### src/rtl/core/skf_pkg.sv
`timescale 1ns / 1ps
`default_nettype none

package skf_pkg;

   localparam int VALUE_W     = 32;
   localparam int GAIN_W      = 17;
   localparam int CSR_INDEX_W = 8;
   localparam int DIV_STEPS   = 17;
   localparam int COUNT_W     = 5;
   localparam int MUL_A_W     = 18;
   localparam int MUL_B_W     = 34;
   localparam int PROD_W      = MUL_A_W + MUL_B_W;

   localparam logic [CSR_INDEX_W-1:0] CSR_PROCESS_NOISE     = 8'd0;
   localparam logic [CSR_INDEX_W-1:0] CSR_MEASUREMENT_NOISE = 8'd1;
   localparam logic [CSR_INDEX_W-1:0] CSR_INITIAL_ESTIMATE  = 8'd2;
   localparam logic [CSR_INDEX_W-1:0] CSR_INITIAL_VARIANCE  = 8'd3;

   localparam logic [GAIN_W-1:0] GAIN_ONE = 17'd65536;

   typedef enum logic [7:0] {
      ST_IDLE    = 8'b0000_0001,
      ST_PREDICT = 8'b0000_0010,
      ST_SETUP   = 8'b0000_0100,
      ST_DIVIDE  = 8'b0000_1000,
      ST_MUL_EST = 8'b0001_0000,
      ST_EST     = 8'b0010_0000,
      ST_VAR     = 8'b0100_0000,
      ST_DONE    = 8'b1000_0000
   } state_type;

endpackage

`default_nettype wire

### src/rtl/core/skf_req_if.sv
`timescale 1ns / 1ps
`default_nettype none

interface skf_req_if;
   import skf_pkg::*;

   logic                      valid;
   logic                      ready;
   logic signed [VALUE_W-1:0] sample;
   logic                      restart;

   modport source (output valid, output sample, output restart, input ready);
   modport sink   (input valid, input sample, input restart, output ready);

endinterface

`default_nettype wire

### src/rtl/core/skf_rsp_if.sv
`timescale 1ns / 1ps
`default_nettype none

interface skf_rsp_if;
   import skf_pkg::*;

   logic                      valid;
   logic                      ready;
   logic signed [VALUE_W-1:0] estimate;
   logic [VALUE_W-1:0]        variance;
   logic [GAIN_W-1:0]         gain;
   logic                      saturated;

   modport source (output valid, output estimate, output variance, output gain,
                   output saturated, input ready);
   modport sink   (input valid, input estimate, input variance, input gain,
                   input saturated, output ready);

endinterface

`default_nettype wire

### src/rtl/core/skf_csr_if.sv
`timescale 1ns / 1ps
`default_nettype none

interface skf_csr_if;
   import skf_pkg::*;

   logic                   valid;
   logic                   ready;
   logic [CSR_INDEX_W-1:0] index;
   logic [VALUE_W-1:0]     data;

   modport source (output valid, output index, output data, input ready);
   modport sink   (input valid, input index, input data, output ready);

endinterface

`default_nettype wire

### src/rtl/core/scalar_kalman_filter.sv
`timescale 1ns / 1ps
`default_nettype none

// Scalar Kalman filter for a random-walk state in Q16.16 with a Q1.16 gain. Each request
// (sample, restart) yields one response holding the new estimate, the updated variance,
// the gain used and a saturation flag. After acceptance a request passes through
// prediction, setup, the 17-step restoring divider that forms the gain, one quotient bit
// per cycle, the estimate product, estimate rounding (while the shared 18 x 34 bit
// multiplier forms the variance product), variance rounding and write-back, which loads
// the response register and returns req_if.ready; write-back waits while an earlier
// response is still held and not taken. req_if.ready is high only while idle; a finished
// response may wait in its output register while the next request is accepted.
// csr_if.ready is always high; Q and R take effect at the next request, the initial
// estimate and variance at a request with restart set (reset clears the CSR registers
// and the current estimate and variance to zero). Writes to indexes beyond the four
// registers are ignored.
module scalar_kalman_filter
   import skf_pkg::*;
(
   input  wire         clock,
   input  wire         reset,
   skf_req_if.sink     req_if,
   skf_rsp_if.source   rsp_if,
   skf_csr_if.sink     csr_if
);

   localparam logic signed [36:0] EST_MAX = 37'sd2147483647;
   localparam logic signed [36:0] EST_MIN = -37'sd2147483648;
   localparam logic signed [PROD_W-1:0] ROUND_HALF = 52'sd32768;

   state_type                  state_ff, state_in;
   logic [VALUE_W-1:0]         q_ff, q_in;
   logic [VALUE_W-1:0]         r_ff, r_in;
   logic signed [VALUE_W-1:0]  init_est_ff, init_est_in;
   logic [VALUE_W-1:0]         init_var_ff, init_var_in;
   logic signed [VALUE_W-1:0]  cur_est_ff, cur_est_in;
   logic [VALUE_W-1:0]         cur_var_ff, cur_var_in;
   logic signed [VALUE_W-1:0]  sample_ff, sample_in;
   logic                       restart_ff, restart_in;
   logic [VALUE_W-1:0]         pp_ff, pp_in;
   logic                       sat_ff, sat_in;
   logic [VALUE_W:0]           denom_ff, denom_in;
   logic [VALUE_W+1:0]         rem_ff, rem_in;
   logic [GAIN_W-1:0]          quo_ff, quo_in;
   logic [COUNT_W-1:0]         count_ff, count_in;
   logic signed [VALUE_W:0]    diff_ff, diff_in;
   logic signed [PROD_W-1:0]   prod_ff, prod_in;
   logic signed [VALUE_W-1:0]  est_ff, est_in;
   logic [VALUE_W-1:0]         var_ff, var_in;
   logic                       rsp_valid_ff, rsp_valid_in;
   logic signed [VALUE_W-1:0]  rsp_est_ff, rsp_est_in;
   logic [VALUE_W-1:0]         rsp_var_ff, rsp_var_in;
   logic [GAIN_W-1:0]          rsp_gain_ff, rsp_gain_in;
   logic                       rsp_sat_ff, rsp_sat_in;

   logic                       req_fire;
   logic                       csr_fire;
   logic [VALUE_W:0]           pp_sum;
   logic [VALUE_W-1:0]         var_src;
   logic                       rem_ge;
   logic [VALUE_W+1:0]         rem_sub;
   logic                       quo_bit;
   logic signed [MUL_A_W-1:0]  mul_a;
   logic signed [MUL_B_W-1:0]  mul_b;
   logic signed [PROD_W-1:0]   mul_p;
   logic signed [PROD_W-1:0]   prod_rnd;
   logic signed [36:0]         est_wide;
   logic [35:0]                var_wide;
   logic                       out_free;

   assign req_fire      = req_if.valid && req_if.ready;
   assign csr_fire      = csr_if.valid && csr_if.ready;
   assign req_if.ready  = (state_ff == ST_IDLE);
   assign csr_if.ready  = 1'b1;
   assign rsp_if.valid     = rsp_valid_ff;
   assign rsp_if.estimate  = rsp_est_ff;
   assign rsp_if.variance  = rsp_var_ff;
   assign rsp_if.gain      = rsp_gain_ff;
   assign rsp_if.saturated = rsp_sat_ff;
   assign out_free = !rsp_valid_ff || rsp_if.ready;

   // restart reload and prediction
   assign var_src = restart_ff ? init_var_ff : cur_var_ff;
   assign pp_sum  = {1'b0, var_src} + {1'b0, q_ff};

   // restoring divide step
   assign rem_ge  = rem_ff >= {1'b0, denom_ff};
   assign rem_sub = rem_ge ? (rem_ff - {1'b0, denom_ff}) : rem_ff;
   assign quo_bit = rem_ge;

   // shared multiplier
   always_comb begin
      if (state_ff == ST_MUL_EST) begin
         mul_a = signed'({1'b0, quo_ff});
         mul_b = signed'({diff_ff[VALUE_W], diff_ff});
      end else begin
         mul_a = signed'({1'b0, GAIN_ONE - quo_ff});
         mul_b = signed'({2'b00, pp_ff});
      end
   end
   assign mul_p = mul_a * mul_b;

   assign prod_rnd = prod_ff + ROUND_HALF;
   assign est_wide = signed'({prod_rnd[PROD_W-1], prod_rnd[PROD_W-1:16]})
                     + 37'(cur_est_ff);
   assign var_wide = prod_rnd[PROD_W-1:16];

   always_comb begin
      state_in     = state_ff;
      q_in         = q_ff;
      r_in         = r_ff;
      init_est_in  = init_est_ff;
      init_var_in  = init_var_ff;
      cur_est_in   = cur_est_ff;
      cur_var_in   = cur_var_ff;
      sample_in    = sample_ff;
      restart_in   = restart_ff;
      pp_in        = pp_ff;
      sat_in       = sat_ff;
      denom_in     = denom_ff;
      rem_in       = rem_ff;
      quo_in       = quo_ff;
      count_in     = count_ff;
      diff_in      = diff_ff;
      prod_in      = prod_ff;
      est_in       = est_ff;
      var_in       = var_ff;
      rsp_valid_in = rsp_valid_ff;
      rsp_est_in   = rsp_est_ff;
      rsp_var_in   = rsp_var_ff;
      rsp_gain_in  = rsp_gain_ff;
      rsp_sat_in   = rsp_sat_ff;

      if (csr_fire) begin
         unique case (csr_if.index)
            CSR_PROCESS_NOISE:     q_in        = csr_if.data;
            CSR_MEASUREMENT_NOISE: r_in        = csr_if.data;
            CSR_INITIAL_ESTIMATE:  init_est_in = signed'(csr_if.data);
            CSR_INITIAL_VARIANCE:  init_var_in = csr_if.data;
            default: ;
         endcase
      end

      if (rsp_valid_ff && rsp_if.ready) begin
         rsp_valid_in = 1'b0;
      end

      unique case (state_ff)
         ST_IDLE: begin
            if (req_fire) begin
               sample_in  = req_if.sample;
               restart_in = req_if.restart;
               state_in   = ST_PREDICT;
            end
         end
         ST_PREDICT: begin
            if (restart_ff) begin
               cur_est_in = init_est_ff;
               cur_var_in = init_var_ff;
            end
            sat_in   = pp_sum[VALUE_W];
            pp_in    = pp_sum[VALUE_W] ? '1 : pp_sum[VALUE_W-1:0];
            state_in = ST_SETUP;
         end
         ST_SETUP: begin
            denom_in = {1'b0, pp_ff} + {1'b0, r_ff};
            rem_in   = {2'b00, pp_ff};
            quo_in   = '0;
            count_in = '0;
            diff_in  = 33'(sample_ff) - 33'(cur_est_ff);
            state_in = ST_DIVIDE;
         end
         ST_DIVIDE: begin
            rem_in   = {rem_sub[VALUE_W:0], 1'b0};
            count_in = count_ff + 1'b1;
            if (count_ff == COUNT_W'(DIV_STEPS - 1)) begin
               quo_in   = (denom_ff == '0) ? '0 : {quo_ff[GAIN_W-2:0], quo_bit};
               state_in = ST_MUL_EST;
            end else begin
               quo_in = {quo_ff[GAIN_W-2:0], quo_bit};
            end
         end
         ST_MUL_EST: begin
            prod_in  = mul_p;
            state_in = ST_EST;
         end
         ST_EST: begin
            if (est_wide > EST_MAX) begin
               est_in = EST_MAX[VALUE_W-1:0];
               sat_in = 1'b1;
            end else if (est_wide < EST_MIN) begin
               est_in = EST_MIN[VALUE_W-1:0];
               sat_in = 1'b1;
            end else begin
               est_in = est_wide[VALUE_W-1:0];
            end
            prod_in  = mul_p;
            state_in = ST_VAR;
         end
         ST_VAR: begin
            var_in   = (|var_wide[35:VALUE_W]) ? '1 : var_wide[VALUE_W-1:0];
            state_in = ST_DONE;
         end
         ST_DONE: begin
            if (out_free) begin
               cur_est_in   = est_ff;
               cur_var_in   = var_ff;
               rsp_valid_in = 1'b1;
               rsp_est_in   = est_ff;
               rsp_var_in   = var_ff;
               rsp_gain_in  = quo_ff;
               rsp_sat_in   = sat_ff;
               state_in     = ST_IDLE;
            end
         end
         default: state_in = ST_IDLE;
      endcase
   end

   always_ff @(posedge clock) begin
      if (reset) begin
         state_ff     <= ST_IDLE;
         rsp_valid_ff <= 1'b0;
         q_ff         <= '0;
         r_ff         <= '0;
         init_est_ff  <= '0;
         init_var_ff  <= '0;
         cur_est_ff   <= '0;
         cur_var_ff   <= '0;
      end else begin
         state_ff     <= state_in;
         rsp_valid_ff <= rsp_valid_in;
         q_ff         <= q_in;
         r_ff         <= r_in;
         init_est_ff  <= init_est_in;
         init_var_ff  <= init_var_in;
         cur_est_ff   <= cur_est_in;
         cur_var_ff   <= cur_var_in;
      end
   end

   always_ff @(posedge clock) begin
      sample_ff   <= sample_in;
      restart_ff  <= restart_in;
      pp_ff       <= pp_in;
      sat_ff      <= sat_in;
      denom_ff    <= denom_in;
      rem_ff      <= rem_in;
      quo_ff      <= quo_in;
      count_ff    <= count_in;
      diff_ff     <= diff_in;
      prod_ff     <= prod_in;
      est_ff      <= est_in;
      var_ff      <= var_in;
      rsp_est_ff  <= rsp_est_in;
      rsp_var_ff  <= rsp_var_in;
      rsp_gain_ff <= rsp_gain_in;
      rsp_sat_ff  <= rsp_sat_in;
   end

endmodule

`default_nettype wire

### src/flat_wrapper.sv
// flat-port wrapper written by rule: the top's interface ports become plain ports
module scalar_kalman_filter_flat import skf_pkg::*;
  (clock, reset, req_if_valid, req_if_sample, req_if_restart, req_if_ready, rsp_if_valid, rsp_if_estimate, rsp_if_variance, rsp_if_gain, rsp_if_saturated, rsp_if_ready, csr_if_valid, csr_if_index, csr_if_data, csr_if_ready);
  skf_req_if req_if_i ();
  skf_rsp_if rsp_if_i ();
  skf_csr_if csr_if_i ();
  input  wire clock;
  input  wire reset;
  input wire logic [$bits(req_if_i.valid)-1:0] req_if_valid;
  input wire logic [$bits(req_if_i.sample)-1:0] req_if_sample;
  input wire logic [$bits(req_if_i.restart)-1:0] req_if_restart;
  output wire logic [$bits(req_if_i.ready)-1:0] req_if_ready;
  output wire logic [$bits(rsp_if_i.valid)-1:0] rsp_if_valid;
  output wire logic [$bits(rsp_if_i.estimate)-1:0] rsp_if_estimate;
  output wire logic [$bits(rsp_if_i.variance)-1:0] rsp_if_variance;
  output wire logic [$bits(rsp_if_i.gain)-1:0] rsp_if_gain;
  output wire logic [$bits(rsp_if_i.saturated)-1:0] rsp_if_saturated;
  input wire logic [$bits(rsp_if_i.ready)-1:0] rsp_if_ready;
  input wire logic [$bits(csr_if_i.valid)-1:0] csr_if_valid;
  input wire logic [$bits(csr_if_i.index)-1:0] csr_if_index;
  input wire logic [$bits(csr_if_i.data)-1:0] csr_if_data;
  output wire logic [$bits(csr_if_i.ready)-1:0] csr_if_ready;
  assign req_if_i.valid = req_if_valid;
  assign req_if_i.sample = req_if_sample;
  assign req_if_i.restart = req_if_restart;
  assign req_if_ready = req_if_i.ready;
  assign rsp_if_valid = rsp_if_i.valid;
  assign rsp_if_estimate = rsp_if_i.estimate;
  assign rsp_if_variance = rsp_if_i.variance;
  assign rsp_if_gain = rsp_if_i.gain;
  assign rsp_if_saturated = rsp_if_i.saturated;
  assign rsp_if_i.ready = rsp_if_ready;
  assign csr_if_i.valid = csr_if_valid;
  assign csr_if_i.index = csr_if_index;
  assign csr_if_i.data = csr_if_data;
  assign csr_if_ready = csr_if_i.ready;
  scalar_kalman_filter u_core (.clock(clock), .reset(reset), .req_if(req_if_i), .rsp_if(rsp_if_i), .csr_if(csr_if_i));
endmodule
### config.mk
export PLATFORM = sky130hd
export DESIGN_NAME = scalar_kalman_filter_flat
export DESIGN_NICKNAME = d
export VERILOG_FILES = /design/src/rtl/core/skf_pkg.sv /design/src/rtl/core/skf_req_if.sv /design/src/rtl/core/skf_rsp_if.sv /design/src/rtl/core/skf_csr_if.sv /design/src/rtl/core/scalar_kalman_filter.sv /design/src/flat_wrapper.sv
export SDC_FILE = /design/constraint.sdc
export NUM_CORES = 2
export LEC_CHECK = 0
export BUFFER_PORTS_ARGS = -buffer_cell sky130_fd_sc_hd__buf_2
export CAP_MARGIN = 10
export CORE_UTILIZATION = 43
export DETAILED_ROUTE_END_ITERATION = 8
export PLACE_DENSITY = 0.7
export SLEW_MARGIN = 0
export SYNTH_ARGS = -nofsm -noshare
export SYNTH_HDL_FRONTEND = slang
export SYNTH_SLANG_ARGS = --single-unit
### constraint.sdc
create_clock -name clock -period 10.4 [get_ports clock]
set_input_delay 2.08 -clock clock [delete_from_list [all_inputs] [get_ports clock]]
set_output_delay 2.08 -clock clock [all_outputs]
set_load 0.02 [all_outputs]
==> metrics.md <==
| Metric | Value |
|---|---|
| Area share of the largest cell type after synthesis | `around 23%` |
| CP Max Fanout | `23` |
| Setup slack, reg-to-reg | `1.20 ns` |
| Crit path time final | `slightly above 9 ns` |
| Starting Density | `between 40% and 50%` |
| Number of flops mapped to enable cells by yosys | `371` |
| Final hold vios | `0` |
| Post-Synthesis Cells | `between 5000 and 6000` |
| Clock buffer depth | `3` |
| Post-route ant nets | `0` |
| Synth area leaders | `edfxtp_1 23%, fa_1 22%, dfxtp_1 8.2%` |
| First-pass DRT Iterations | `6` |
| Area leader, netlist | `edfxtp_1` |
| Site row count | `about 120` |
| DR vias/cell | `5.51` |
| Most frequent cells after synthesis | `912 x nand2_1, 807 x inv_1, 543 x fa_1` |
| Fmax | `roughly 110 MHz` |
| Clk root buf | `clkbuf_16` |
| Vias | `between 30000 and 40000` |
| Final HPWL DP | `between 100000 and 150000 µm` |
| Largest net degree at the start of global routing | `between 100 and 150` |
| Clk_lat worst skew | `about 0.69 ns` |
| Postcts setup bufs | `0` |
| Pleak | `about 0.024 µW` |
| Fin. max-slew vios | `0` |
| CP required | `10.79 ns` |
| Global Route Usage Sum | `around a quarter` |
| Crit start category | `flop` |
| CP Class | `reg2reg` |
| Synth cell types | `86` |
| Die area | `116000 µm²` |
| Die H | `roughly 340 µm` |
| Synth Cell Area | `between 40000 and 50000 µm²` |
| Most common cell in the netlist | `nand2_1` |
| DIE WIDTH | `roughly 340 µm` |
| Share of layout cells above drive strength 1 | `7.39%` |
| Setup ws final | `1.20 ns` |
| Gpl congestion | `between 0.9 and 1` |
| Initial antenna violation count | `8` |
| Placeable Area | `~110000 µm²` |
| Setup_tns | `0 ns` |
| Yosys reg bits | `572` |
| Nets | `around 6200` |
| Sequential share of the synthesized area | `between 30% and 40%` |
| # port buffers | `about 160` |
| I/O pin count | `around 160` |
| Type of the tightest min-delay check | `reg2reg` |
| Mean Syn Cell Area | `between 9 and 10 µm²` |
| CTS Buf Count | `60` |
| Slew of the pin with the lowest slew margin | `between 1 and 1.5 ns` |
| RSZ-0062 raised after global routing | `no` |
| # fillers | `~10000` |
| Clk sink count | `572` |
| Slew headroom | `around 15%` |
| CP Capture Type | `flop` |
| DRT Wirelength | `~150000 µm` |
| Core Util, Final | `between 40% and 50%` |
| Crit path DAT | `9.59 ns` |
| Maximum vdd drop | `roughly 0.33 mV` |
| Final period utilization | `88.5%` |
| Power Density | `about 240 nW/µm²` |
| DRC | `0` |
| Final Non-Filler Cells | `6895` |
| 1st-iter DRT viols | `around 4000` |
| Synth Warn # | `0` |
| Vias in the first global route | `37500` |
| Setup violators final | `0` |
| Synthesis-to-finish area growth | `9.48%` |
| CTS tree | `yes` |
| Ys async rst share | `0%` |
| Dpl cells | `approximately 6800` |
| Net Count, Synth | `around 6200` |
| Routed wire length per instance | `21.3 µm` |
| Pre-CTS setup slack | `roughly 1.4 ns` |
| Hold_buf cts | `0` |
| Top_reg_cell synth | `edfxtp_1` |
| Placed standard-cell area | `around 52000 µm²` |
| Total grt overflow | `0` |
| Fin area | `roughly 54000 µm²` |
| Htree depth | `2` |
| Reg clk slew, reported paths | `about 0.060 ns` |
| Status | `finished, final reports clean` |
| Final Skew | `roughly 0.06 ns` |
| PostCTS Resize Cnt | `0` |
| Max_cap viols | `0` |
| First-pass GRT wire length | `~230000 µm` |
==> registers in the layout (all words and copies together), names as in the netlist, 8 cells and up <==
signal	count
u_core.r_ff	32
u_core.denom_ff	33
u_core.cur_est_ff	32
u_core.est_ff	32
u_core.pp_ff	32
u_core.rsp_if.gain	17
u_core.prod_ff	37
u_core.q_ff	32
u_core.var_ff	32
u_core.quo_ff	17
u_core.diff_ff	33
u_core.rsp_if.estimate	32
u_core.cur_var_ff	32
u_core.init_var_ff	32
u_core.rem_ff	34
u_core.state_ff	8
u_core.sample_ff	32
u_core.init_est_ff	32
u_core.rsp_if.variance	32
==> where the power goes <==
group / switching, µW / leakage [µW] / internal [µW]
sequential: 112 / 0.00497 / 2930
clock: 983 / 0.00101 / 1290
combinational: 4720 / 0.0182 / 3000
==> cell usage in the layout, fill, tap and decap left out, types with 12 or more instances in the layout <==
cell       instances
o21ai_0          102
edfxtp_1         371
xnor2_1          134
and3_1            34
nand2b_1          57
and2_1            41
o21bai_1          22
ha_1             287
clkbuf_16         62
o21a_1            31
fa_1             543
buf_2            160
nor4_1            19
buf_4             51
nand4_1           23
inv_1            807
nor3_1            46
nor2_1           383
o21ai_1           58
mux2i_1          117
a21oi_1          313
a211oi_1          53
mux2_2            33
xor2_1            76
nor2b_1           22
nand3_1           64
dfxtp_1          201
a21o_1            95
o31ai_1           17
o211ai_1          12
a31oi_1           22
nand2_1          911
==> logic make-up after synthesis <==
kind of cell             after synthesis  share of synthesized area (%)
other                                  1                        0.00764
adder cells (fa/ha/maj)              830                           29.5
buffers and inverters               1008                           7.78
flip-flops                           572                           30.9
multiplexers                         150                           3.14
XOR/XNOR                             225                           4.01
AO/OA/AOI/OAI                        810                           10.2
AND/OR/NAND/NOR                     1668                           14.5
==> worst max-delay path, stage by stage (launching register included) <==
cell	delay, ns
dfxtp_1	0.34
nor4_1	0.35
and4b_2	0.65
a21oi_1	0.19
xor2_2	1.01
nand2_1	0.20
fa_1	0.54
fa_1	0.51
fa_1	0.52
inv_1	0.06
fa_1	0.49
fa_1	0.49
inv_1	0.05
fa_1	0.48
inv_1	0.04
ha_1	0.31
a21o_1	0.20
a21o_1	0.17
a21oi_1	0.49
o21ai_0	0.26
a32oi_1	0.31
nand2_1	0.21
a221o_1	0.42
a311o_1	0.32
a21oi_1	0.18
xnor2_1	0.08
==> metal layers <==
metal	GRT usage [%]	vias to the layer above	routed length, µm	share of wire [%]
met2	39.8	1723	66000	45
li1	-	17200	-	-
met5	0	-	0	0
met3	3.60	357	12300	8.3
met4	13.4	0	8770	6.0
met1	34.3	18600	59900	41
==> worst paths after layout <==
kind / from / endpoint / cells after the start
setup / recovery: u_core.state_ff[7] / u_core.prod_ff[51] / 25
hold / removal: u_core.est_ff[30] / u_core.rsp_if.estimate[30] / 0
setup reg to reg: u_core.state_ff[7] / u_core.prod_ff[51] / 25
hold reg to reg: u_core.est_ff[30] / u_core.rsp_if.estimate[30] / 0
==> stage by stage <==
step | total power, µW | hold slack, ns
finish | 13000 | 0.450
global route | 14100 | 0.457
CTS | 13000 | 0.447
detailed placement | 10600 | 0.435
global placement | 10600 | 0.431
floorplan | 8370 | 0.400
==> final cells by class <==
| cell class | instances | area (µm²) | area share (%) |
|---|---|---|---|
| repair buffers | 212 | 1190 | 2.22 |
| inverters | 807 | 3030 | 5.64 |
| flip-flops and latches | 572 | 15200 | 28.2 |
| clock inverters | 35 | 402 | 0.747 |
| clock buffers | 78 | 1670 | 3.11 |
| diodes | 7 | 17.5 | 0.0326 |
| multi-input cells | 3684 | 30400 | 56.5 |
| well taps | 1500 | 1880 | 3.49 |
No activity file was read; power rests on OpenSTA's default activity.
